File: src/rtl/core/skt_pkg.sv
package skt_pkg;

  localparam int KEY_W  = 27;
  localparam int AGE_W  = 8;
  localparam int RIDX_W = 6;
  localparam int POS_W  = 7;
  localparam int ST_W   = 3;

  typedef enum logic [1:0] {
    OP_INSERT = 2'd0,
    OP_DELETE = 2'd1,
    OP_READ   = 2'd2,
    OP_UNUSED = 2'd3
  } op_t;

  typedef enum logic [ST_W-1:0] {
    ST_INSERTED  = 3'd0,
    ST_DUPLICATE = 3'd1,
    ST_FULL      = 3'd2,
    ST_DELETED   = 3'd3,
    ST_NOT_FOUND = 3'd4,
    ST_READ_OK   = 3'd5,
    ST_BAD_INDEX = 3'd6
  } status_t;

  typedef enum logic [3:0] {
    S_IDLE,
    S_START,
    S_SEARCH,
    S_DECIDE,
    S_SHUP,
    S_PUT,
    S_SHDN,
    S_READ,
    S_DONE
  } state_t;

  typedef struct packed {
    logic [KEY_W-1:0] key;
    logic [AGE_W-1:0] age;
  } entry_t;

  typedef struct packed {
    op_t               op;
    logic [KEY_W-1:0]  key;
    logic [AGE_W-1:0]  age;
    logic [RIDX_W-1:0] read_index;
  } cmd_t;

  typedef struct packed {
    status_t          status;
    logic [POS_W-1:0] position;
    logic [KEY_W-1:0] key;
    logic [AGE_W-1:0] age;
    logic [POS_W-1:0] count;
  } res_t;

endpackage

File: src/rtl/core/skt_ram.sv
module skt_ram #(
  parameter int WIDTH = 35,
  parameter int DEPTH = 64
) (
  input  logic                     clk,
  input  logic                     we,
  input  logic [$clog2(DEPTH)-1:0] waddr,
  input  logic [WIDTH-1:0]         wdata,
  input  logic                     re,
  input  logic [$clog2(DEPTH)-1:0] raddr,
  output logic [WIDTH-1:0]         rdata
);

  logic [WIDTH-1:0] mem [DEPTH];

  always_ff @(posedge clk) begin
    if (we) begin
      mem[waddr] <= wdata;
    end
    if (re) begin
      rdata <= mem[raddr];
    end
  end

endmodule

File: src/rtl/core/skt_engine.sv
module skt_engine #(
  parameter int CAPACITY = 64
) (
  input  logic          clk,
  input  logic          rst_n,
  input  logic          cmd_valid,
  output logic          cmd_ready,
  input  skt_pkg::cmd_t cmd,
  output logic          res_valid,
  input  logic          res_ready,
  output skt_pkg::res_t res
);
  import skt_pkg::*;

  localparam int IDX_W = $clog2(CAPACITY);
  localparam int CNT_W = $clog2(CAPACITY + 1);

  state_t           state_r, state_nxt;
  cmd_t             cmd_r, cmd_nxt;
  res_t             res_r, res_nxt;
  logic [CNT_W-1:0] fill_r, fill_nxt;
  logic [CNT_W-1:0] ptr_r, ptr_nxt;
  logic [CNT_W-1:0] pos_r, pos_nxt;
  logic             hit_r, hit_nxt;

  logic             ram_we, ram_re;
  logic [IDX_W-1:0] ram_waddr, ram_raddr;
  entry_t           ram_wdata, rd_ent;
  logic [$bits(entry_t)-1:0] ram_rdata;

  logic [CNT_W-1:0] ptr_inc, ptr_dec, pos_inc, fill_inc, fill_dec;
  logic             ri_fits, tbl_full;

  skt_ram #(
    .WIDTH($bits(entry_t)),
    .DEPTH(CAPACITY)
  ) u_ram (
    .clk  (clk),
    .we   (ram_we),
    .waddr(ram_waddr),
    .wdata(ram_wdata),
    .re   (ram_re),
    .raddr(ram_raddr),
    .rdata(ram_rdata)
  );

  assign rd_ent   = entry_t'(ram_rdata);
  assign ptr_inc  = ptr_r + CNT_W'(1);
  assign ptr_dec  = ptr_r - CNT_W'(1);
  assign pos_inc  = pos_r + CNT_W'(1);
  assign fill_inc = fill_r + CNT_W'(1);
  assign fill_dec = fill_r - CNT_W'(1);
  assign ri_fits  = 32'(cmd_r.read_index) < 32'(fill_r);
  assign tbl_full = fill_r == CNT_W'(CAPACITY);

  assign cmd_ready = state_r == S_IDLE;
  assign res_valid = state_r == S_DONE;
  assign res       = res_r;

  always_ff @(posedge clk) begin
    if (!rst_n) begin
      state_r <= S_IDLE;
      fill_r  <= '0;
    end else begin
      state_r <= state_nxt;
      fill_r  <= fill_nxt;
    end
  end

  always_ff @(posedge clk) begin
    cmd_r <= cmd_nxt;
    res_r <= res_nxt;
    ptr_r <= ptr_nxt;
    pos_r <= pos_nxt;
    hit_r <= hit_nxt;
  end

  always_comb begin
    state_nxt = state_r;
    unique case (state_r)
      S_IDLE: begin
        if (cmd_valid) begin
          state_nxt = S_START;
        end
      end
      S_START: begin
        unique case (cmd_r.op) inside
          OP_INSERT, OP_DELETE: state_nxt = (fill_r == '0) ? S_DECIDE : S_SEARCH;
          OP_READ:              state_nxt = ri_fits ? S_READ : S_DONE;
          default:              state_nxt = S_DONE;
        endcase
      end
      S_SEARCH: begin
        if (!(rd_ent.key < cmd_r.key) || ptr_inc == fill_r) begin
          state_nxt = S_DECIDE;
        end
      end
      S_DECIDE: begin
        if (cmd_r.op == OP_INSERT) begin
          if (hit_r || tbl_full) begin
            state_nxt = S_DONE;
          end else if (pos_r == fill_r) begin
            state_nxt = S_PUT;
          end else begin
            state_nxt = S_SHUP;
          end
        end else if (!hit_r || pos_inc == fill_r) begin
          state_nxt = S_DONE;
        end else begin
          state_nxt = S_SHDN;
        end
      end
      S_SHUP: begin
        if (ptr_r == pos_r) begin
          state_nxt = S_PUT;
        end
      end
      S_PUT: state_nxt = S_DONE;
      S_SHDN: begin
        if (ptr_inc == fill_r) begin
          state_nxt = S_DONE;
        end
      end
      S_READ: state_nxt = S_DONE;
      S_DONE: begin
        if (res_ready) begin
          state_nxt = S_IDLE;
        end
      end
      default: state_nxt = S_IDLE;
    endcase
  end

  always_comb begin
    cmd_nxt   = cmd_r;
    res_nxt   = res_r;
    fill_nxt  = fill_r;
    ptr_nxt   = ptr_r;
    pos_nxt   = pos_r;
    hit_nxt   = hit_r;
    ram_we    = 1'b0;
    ram_waddr = '0;
    ram_wdata = '0;
    ram_re    = 1'b0;
    ram_raddr = '0;

    unique case (state_r)
      S_IDLE: begin
        if (cmd_valid) begin
          cmd_nxt = cmd;
        end
      end
      S_START: begin
        res_nxt = '{status: ST_BAD_INDEX, position: '0, key: '0, age: '0,
                    count: POS_W'(fill_r)};
        unique case (cmd_r.op) inside
          OP_INSERT, OP_DELETE: begin
            pos_nxt   = '0;
            hit_nxt   = 1'b0;
            ptr_nxt   = '0;
            ram_re    = fill_r != '0;
            ram_raddr = '0;
          end
          OP_READ: begin
            res_nxt.position = POS_W'(cmd_r.read_index);
            ram_re           = ri_fits;
            ram_raddr        = IDX_W'(cmd_r.read_index);
          end
          default: ;
        endcase
      end
      S_SEARCH: begin
        // Fetch the next entry while comparing the one that just arrived.
        if (rd_ent.key < cmd_r.key) begin
          ptr_nxt   = ptr_inc;
          pos_nxt   = ptr_inc;
          ram_re    = ptr_inc != fill_r;
          ram_raddr = ptr_inc[IDX_W-1:0];
        end else begin
          pos_nxt = ptr_r;
          hit_nxt = rd_ent.key == cmd_r.key;
        end
      end
      S_DECIDE: begin
        res_nxt.position = POS_W'(pos_r);
        if (cmd_r.op == OP_INSERT) begin
          if (hit_r) begin
            res_nxt.status = ST_DUPLICATE;
          end else if (tbl_full) begin
            res_nxt.status = ST_FULL;
          end else begin
            ptr_nxt   = fill_dec;
            ram_re    = pos_r != fill_r;
            ram_raddr = fill_dec[IDX_W-1:0];
          end
        end else if (!hit_r) begin
          res_nxt.status = ST_NOT_FOUND;
        end else begin
          res_nxt.status = ST_DELETED;
          if (pos_inc == fill_r) begin
            fill_nxt      = fill_dec;
            res_nxt.count = POS_W'(fill_dec);
          end else begin
            ptr_nxt   = pos_inc;
            ram_re    = 1'b1;
            ram_raddr = pos_inc[IDX_W-1:0];
          end
        end
      end
      S_SHUP: begin
        // Reads walk down ahead of the writes, two entries below them, so the two never meet.
        ram_we    = 1'b1;
        ram_waddr = ptr_inc[IDX_W-1:0];
        ram_wdata = rd_ent;
        if (ptr_r != pos_r) begin
          ptr_nxt   = ptr_dec;
          ram_re    = 1'b1;
          ram_raddr = ptr_dec[IDX_W-1:0];
        end
      end
      S_PUT: begin
        ram_we         = 1'b1;
        ram_waddr      = pos_r[IDX_W-1:0];
        ram_wdata      = '{key: cmd_r.key, age: cmd_r.age};
        fill_nxt       = fill_inc;
        res_nxt.status = ST_INSERTED;
        res_nxt.count  = POS_W'(fill_inc);
      end
      S_SHDN: begin
        ram_we    = 1'b1;
        ram_waddr = ptr_dec[IDX_W-1:0];
        ram_wdata = rd_ent;
        if (ptr_inc == fill_r) begin
          fill_nxt      = fill_dec;
          res_nxt.count = POS_W'(fill_dec);
        end else begin
          ptr_nxt   = ptr_inc;
          ram_re    = 1'b1;
          ram_raddr = ptr_inc[IDX_W-1:0];
        end
      end
      S_READ: begin
        res_nxt.status = ST_READ_OK;
        res_nxt.key    = rd_ent.key;
        res_nxt.age    = rd_ent.age;
      end
      S_DONE: ;
      default: ;
    endcase
  end

`ifndef ASSERT_OFF
  a_fill_bound: assert property (@(posedge clk) disable iff (!rst_n)
    32'(fill_r) <= CAPACITY)
    else $error("fill count above capacity");

  a_fill_step: assert property (@(posedge clk) disable iff (!rst_n)
    (fill_r != $past(fill_r)) |->
      (fill_r == $past(fill_r) + CNT_W'(1) || fill_r == $past(fill_r) - CNT_W'(1)))
    else $error("fill count moved by more than one");

  a_no_rw_clash: assert property (@(posedge clk) disable iff (!rst_n)
    (ram_we && ram_re) |-> (ram_waddr != ram_raddr))
    else $error("read and write to the same entry in one cycle");

  a_shift_range: assert property (@(posedge clk) disable iff (!rst_n)
    (state_r == S_SHUP) |-> (ptr_r >= pos_r && ptr_r < fill_r))
    else $error("upward shift pointer out of range");
`endif

endmodule

File: src/rtl/core/sorted_key_table_unit.sv
// Channel  Direction  Handshake             Payload
// in_      input      in_valid/in_ready     op, key, age_in, read_index
// out_     output     out_valid/out_ready   status, position, key_out, age_out, entry_count
//
// One transaction at a time goes through a single table RAM (one write, one read port).
// An insert or delete first searches the sorted entries and then, if accepted, shifts any
// entries behind the position up or down; a read fetches the entry at read_index. The
// search compares one entry per cycle and the shift moves one entry per cycle.
// Reset clears the entry count, the engine state and out_valid; the RAM contents stay as they were.
// in_ready rises in the cycle out_valid does; while out_ready is low the output register
// holds its result, and one more input is taken and processed, then held in the engine.
module sorted_key_table_unit #(
  parameter int CAPACITY = 64
) (
  input  logic                          clk,
  input  logic                          rst_n,
  input  logic                          in_valid,
  output logic                          in_ready,
  input  logic [1:0]                    in_op,
  input  logic [skt_pkg::KEY_W-1:0]     in_key,
  input  logic [skt_pkg::AGE_W-1:0]     in_age_in,
  input  logic [skt_pkg::RIDX_W-1:0]    in_read_index,
  output logic                          out_valid,
  input  logic                          out_ready,
  output logic [skt_pkg::ST_W-1:0]      out_status,
  output logic [skt_pkg::POS_W-1:0]     out_position,
  output logic [skt_pkg::KEY_W-1:0]     out_key_out,
  output logic [skt_pkg::AGE_W-1:0]     out_age_out,
  output logic [skt_pkg::POS_W-1:0]     out_entry_count
);
  import skt_pkg::*;

  cmd_t cmd;
  res_t eng_res;
  res_t out_r;
  logic eng_res_valid, eng_res_ready;
  logic out_valid_r, out_valid_nxt;

  assign cmd = '{op: op_t'(in_op), key: in_key, age: in_age_in, read_index: in_read_index};

  skt_engine #(
    .CAPACITY(CAPACITY)
  ) u_engine (
    .clk      (clk),
    .rst_n    (rst_n),
    .cmd_valid(in_valid),
    .cmd_ready(in_ready),
    .cmd      (cmd),
    .res_valid(eng_res_valid),
    .res_ready(eng_res_ready),
    .res      (eng_res)
  );

  assign eng_res_ready = !out_valid_r || out_ready;

  always_comb begin
    out_valid_nxt = out_valid_r;
    if (eng_res_ready) begin
      out_valid_nxt = eng_res_valid;
    end
  end

  always_ff @(posedge clk) begin
    if (!rst_n) begin
      out_valid_r <= 1'b0;
    end else begin
      out_valid_r <= out_valid_nxt;
    end
  end

  always_ff @(posedge clk) begin
    if (eng_res_valid && eng_res_ready) begin
      out_r <= eng_res;
    end
  end

  assign out_valid       = out_valid_r;
  assign out_status      = out_r.status;
  assign out_position    = out_r.position;
  assign out_key_out     = out_r.key;
  assign out_age_out     = out_r.age;
  assign out_entry_count = out_r.count;

endmodule
File: config.mk
export PLATFORM = sky130hd
export DESIGN_NAME = sorted_key_table_unit
export DESIGN_NICKNAME = d
export VERILOG_FILES = /design/src/rtl/core/skt_pkg.sv /design/src/rtl/core/skt_ram.sv /design/src/rtl/core/skt_engine.sv /design/src/rtl/core/sorted_key_table_unit.sv
export SDC_FILE = /design/constraint.sdc
export NUM_CORES = 2
export LEC_CHECK = 0
export BUFFER_PORTS_ARGS = -buffer_cell sky130_fd_sc_hd__buf_2
export CAP_MARGIN = 20
export CORE_MARGIN = 2
export CORE_UTILIZATION = 50
export DETAILED_ROUTE_END_ITERATION = 16
export PLACE_DENSITY = 0.76
export SLEW_MARGIN = 20
export SYNTH_ARGS = -nofsm -noshare
export SYNTH_HDL_FRONTEND = slang
export SYNTH_HIERARCHICAL = 1
export SYNTH_SLANG_ARGS = --single-unit
File: constraint.sdc
create_clock -name clk -period 8.8 [get_ports clk]
set_clock_uncertainty 0.15 [all_clocks]
set_input_delay 0 -clock clk [delete_from_list [all_inputs] [get_ports clk]]
set_output_delay 0 -clock clk [all_outputs]
set_load 0.01 [all_outputs]
Yosys cells after proc, flatten, opt, wreduce, memory -nomap -nowiden. Memory sizes are Yosys's and may differ from the RTL's. A register that Yosys moved wholly into a read port is not among the register bits. Index checks and enable logic that the tools add are counted. Widths: inputs -> output; s select.

Add/subtract/negate cells: 5. $lt $le $gt $ge: 2. Equality and inequality tests: 36. Muxes and demuxes: 66. Reductions and logical operators: 31.

Operators with widths (count): $pmux 35 s2 (2); $mux 7 (13); $mux 6 (10); $mux 4 (9); $pmux 7 s5 (1); $pmux 4 s8 (1); $pmux 6 s5 (1); $eq 7x7->1 (4); $pmux 7 s2 (2); $pmux 7 s4 (1); $eq 27x27->1 (1); $lt 27x27->1 (1); $add 7x1->7 const B (3); $ne 7x7->1 (3); $pmux 7 s3 (1); $pmux 6 s3 (1); $eq 4x3->1 const B (4); $ne 2x1->1 const B (8); $mux 1 (15); $reduce_and 5->1 (3); $sub 7x1->7 const B (2); $mux 3 (4); $pmux 3 s4 (1); $eq 4x2->1 const B (2); other kinds (30) (47).

Register bits: 174. RAM bits: 2240. Input bits: 47. Output and inout port bits: 54. Logic and storage cells: 161. Memories kept: 1.

Memory list: u_engine.u_ram.mem (depth 64, bits a word 35, rd ports 1, clocked after memory_dff 1, write ports 1, RTL line skt_ram.sv:14) `logic [WIDTH-1:0] mem [DEPTH];`.

Depth between registers and ports, before layout.
Depth in word-level cells: 6. Mapped depth: 21. Depth with buffers taken out: 15.

Modules after synthesis. Netlist, hierarchy kept.

Modules (own cells, without submodules): skt_ram (instances 1, cells each 3835, area an instance 86506.7 sq um, seq. area each 68315.5 sq um); skt_engine (instances 1, cells each 746, area an instance 7417.1 sq um, seq. area each 3523.4 sq um); sorted_key_table_unit (instances 1, cells each 57, area an instance 1619.1 sq um, seq. area each 1581.5 sq um).

Worst setup path after synthesis. OpenSTA, ideal clock, no wires.

Path kind: register to register. Start: reg u_engine.state_r[2]. End: mem u_engine.u_ram.mem[49][0], enable pin. Library setup time: 471 ps. Data arrival time: 4564 ps. Required time: 8179 ps. Slack: 3615 ps. Stages on the path, launching flop included: 10. Buffers on the path: 3. Period minus slack after synthesis: 5185 ps. Cells stage by stage: dfxtp_1 -> clkbuf_1 -> nand2b_1 -> nor3_1 -> clkbuf_1 -> clkbuf_1 -> nand2_1 -> o21ai_0 -> nand4_1 -> nor3_1.

Elaborated cells on any way between the ends: 8. Classes of those cells: 3 x eq/ne; 4 x mux; 1 x reduce/logical.

RTL lines: from (decl) (RTL line skt_engine.sv:18) `state_t state_r, state_nxt;`; from (signal assigned) (RTL line skt_engine.sv:65) `state_r <= state_nxt;`; $eq 4x3->1 (RTL line skt_engine.sv:147) `unique case (state_r)`; $pmux 6 s3 * (RTL line skt_engine.sv:147); via u_engine.ram_waddr[0] (RTL line skt_engine.sv:27) `logic [IDX_W-1:0] ram_waddr, ram_raddr;`; to (decl) (RTL line skt_ram.sv:14).

The timed path passes the listed nets; every way through them passes the cells marked *.

Final worst setup path.
Start: reg u_engine.u_ram.rdata[28] (read register of u_engine.u_ram.mem). End: reg u_engine.u_ram.rdata[6] (read register of u_engine.u_ram.mem), data pin.

Cells in the longest elaborated chain, start to end: 3. Elaborated cells on any way between the ends: 5. Classes of those cells: 1 x order compare; 4 x mux.

RTL lines: from (decl) (RTL line skt_ram.sv:11) `output logic [WIDTH-1:0] rdata`; $lt 27x27->1 (RTL line skt_engine.sv:174) `if (rd_ent.key < cmd_r.key) begin`; $mux 6 (RTL line skt_engine.sv:174); $pmux 6 s5 (RTL line skt_engine.sv:147); via u_engine.ram_raddr[1] (RTL line skt_engine.sv:27).

The timed path passes the listed nets, and every way through them passes these cells. A chain may end at the register's enable or synchronous reset.

==> run metrics <==
final worst slack=1.815 ns; Area contributors post-synth=edfxtp_1 (77%), mux4_2 (11%), mux2i_1 (1.7%), mux2_2 (0.79%), nand2_1 (0.61%); CTS Buffer Depth=3; DR WL/cell=33.15 um; Ports=101; Ys Warns=6; endpoints failing setup=0; post-DP HPWL=149500 um; cell count after synthesis=4638; HP Class=in -> reg; final instance area=108800 sq um; Max Cap Violations=0; unrepaired setup endpoints after global routing=false; register area share after synthesis=76.85%; leak pwr=33.22 nW; FP Rows=160; global-route wire length before repair=360400 um; 1st-pass router iterations=9; fin crit period=6.985 ns; Post-synth EDFFs=2437; Final Hold Fails=0; mux cell area share after synthesis=13.93%; Max Slew Vio Count=0; Iter 0 DRT Violations=8144; via count=50520; synthesis-to-finish area growth=13.91%; clk sinks=2449; Mapped Area=95540 sq um; Setup crit start=u_engine/u_ram/rdata[28]; nets=5058; outcome=complete, no violations; die height=441.1 um; antenna violations before repair=14; r2r startpoint=u_engine/u_ram/rdata[28]; CP Max Fanout=78; Slew HR=22.76%; Starting Density=50.29%; CP required=9.38 ns; # Post-CTS Setup Buffers=0; core footprint=190000 sq um; DP Worst Slack=2.088 ns; Post-DP Area=100500 sq um; top-count cell post-synth=edfxtp_1; Max Clk Rate=143.2 MHz; IO Port Bufs=100; worst-path cell chain=ha_1, nand3_1, nor4_1, nand3_1, a31oi_1, nor2_1, buf_4, a21oi_1, o21ai_4, buf_12, buf_4, or2_2, o221ai_1, a21oi_1, nor3_1, o211a_1; Yosys reg bits=2449; Tcrit/Tclk final=79.38%; Commonest cells post-synth=edfxtp_1 (2437), mux4_2 (486), mux2i_1 (161), nand2_1 (155), nor2_1 (135); die area=194600 sq um; largest family of logic cells by synthesized area=multiplexers; Antenna Nets Post-Route=0; Critical Path Slowest Stage Cell=nor3_1; post-layout util=57.29%; setup TNS=0 ns; Buf+Inv Stages, Crit Path=3; CP max stage delay=0.84 ns; clock slew at reported path FFs=0.06 ns; clock tree from TritonCTS=done; Primary FF master, synth=edfxtp_1; asr flop ratio synth=0%; Max IR drop VDD=0.2350 mV; kind of critical path=reg -> reg; Synth cell types=75; DRC Markers=0; layout cells sized above 1=25.05%; DRT Wirelength=254500 um; CP delay by family, top=compound AO/OA/AOI/OAI gates; vias per inst=6.580; Pwr Density=309.0 nW/um^2; Synth area leader=edfxtp_1; gr ovfl total=0; Yosys top cell area share=76.59%; Post-Synth Simple-Gate Area=3.142%; Synth Area in XOR/XNOR=0.4885%; Die Span X=441.1 um; measured slew at the worst slew-check pin=1.147 ns; Root Driver=clkbuf_16; adder-cell area share of the yosys netlist=0.5238%; TritonCTS Buffers=227; CP Capture Type=register; pin count of the biggest net entering global routing=79; synthesized area per cell=20.60 sq um; GRT Total Usage=26.06%; number of global-route vias before repair=49830; H-tree depth=4; # hold bufs at CTS=93; crit path DAT=7.57 ns; hold path start=in_age_in[2]; CTS resizes=0; CP startpoint kind=register; Compound-Gate Fraction of Synth Area=3.499%; worst skew pair latency=0.90 ns; Final Wtd Congestion=0.8923; Syn Nets=4725
[final timing paths]
check / end / cells past startpoint / slack [ns]
min reg2reg: out_key_out[24] / 0 / 0.26
min: u_engine/cmd_r[8] / 3 / 0.23
max reg2reg: u_engine/u_ram/rdata[6] / 16 / 1.81
max: u_engine/u_ram/rdata[6] / 16 / 1.81
[registers in the layout, summed over array words and instances, names as in the netlist]
signal and flops:
u_engine/cmd_r 43, out_entry_count 7, u_engine/hit_r 1, u_engine/ptr_r 7, u_engine/u_ram/rdata 35, out_key_out 27, u_engine/fill_r 7, u_engine/res 52
u_engine/pos_r 7, out_valid 1, out_status 3, out_position 7, u_engine/u_ram/mem 2240, u_engine/state_r 4, out_age_out 8
[final cells by class]
type                       instances  area (sq um)
timing repair buffer             372          3093
fill                           13090         81150
tap                             2511          3142
antenna                            5         12.51
clock buffer                     276          5864
clock inverter                   144          1490
multi-input combinational       1875         21640
sequential                      2449         73420
inverter                          46         172.7
[metal layers]
| metal | part of all wire [%] | wire length (um) | track usage, % | vias up |
|---|---|---|---|---|
| met5 | 0.023 | 59 | 0 | - |
| met4 | 4.8 | 12220 | 11.35 | 8 |
| met3 | 13 | 32140 | 5.890 | 631 |
| met2 | 48 | 121400 | 41.24 | 3773 |
| met1 | 35 | 88760 | 35.04 | 26130 |
| li1 | - | - | - | 19980 |
[through the flow]
stage	power, mW	hold slack [ns]	std cells
6_report	33.63	0.2250	7678
5_1_grt	34.57	0.2085	7673
4_1_cts	33.50	0.1786	7672
3_5_place_dp	23.90	0.02811	7159
3_3_place_gp	23.74	0.02675	7156
2_1_floorplan	20.49	-0.05113	4638
[report_power, final]
group,internal [mW],switching (mW)
logic,3.60,6.03
registers,13.9,0.466
clock network,5.29,4.34
total,22.8,10.8
[tightest hold or removal path: stages]
cell and delay [ns]:
dlygate4sd3_1 0.52, buf_2 0.09, dlygate4sd3_1 0.53
[layout by cell type, fill, tap and decap left out, types with 18 or more instances in the layout]
cell type	synthesis	final
nand2_1	155	154
inv_1	42	42
clkbuf_16	0	227
o221ai_1	61	56
o21ai_0	68	38
o22ai_1	92	92
xor2_1	18	18
nor2_4	1	66
nor2b_1	28	25
edfxtp_1	2437	2437
buf_4	30	153
o21ai_4	0	29
ha_1	40	40
mux2_2	67	67
nand3_1	81	80
a21oi_1	43	43
nor2_1	135	69
a31oi_1	19	19
and3_1	21	21
a22oi_1	56	56
a221o_1	33	33
nand4_1	60	60
and2_1	40	39
mux2i_1	161	161
buf_2	75	100
a211oi_1	21	21
xnor2_1	29	29
buf_12	0	24
mux4_2	486	486
clkbuf_1	124	49
clkinv_2	0	46
dlygate4sd3_1	0	93
clkinv_1	4	54
[logic make-up (layout without fill, tap and decap cells)]
group | after synthesis | after routing
flops | 2449 | 2449
mux | 714 | 714
simple gates | 602 | 602
compound gates | 469 | 469
buf+inv | 314 | 838
xor+xnor | 50 | 50
fa+ha+maj | 40 | 40
other cells | 0 | 5
No activity file was read; power rests on OpenSTA's default activity.
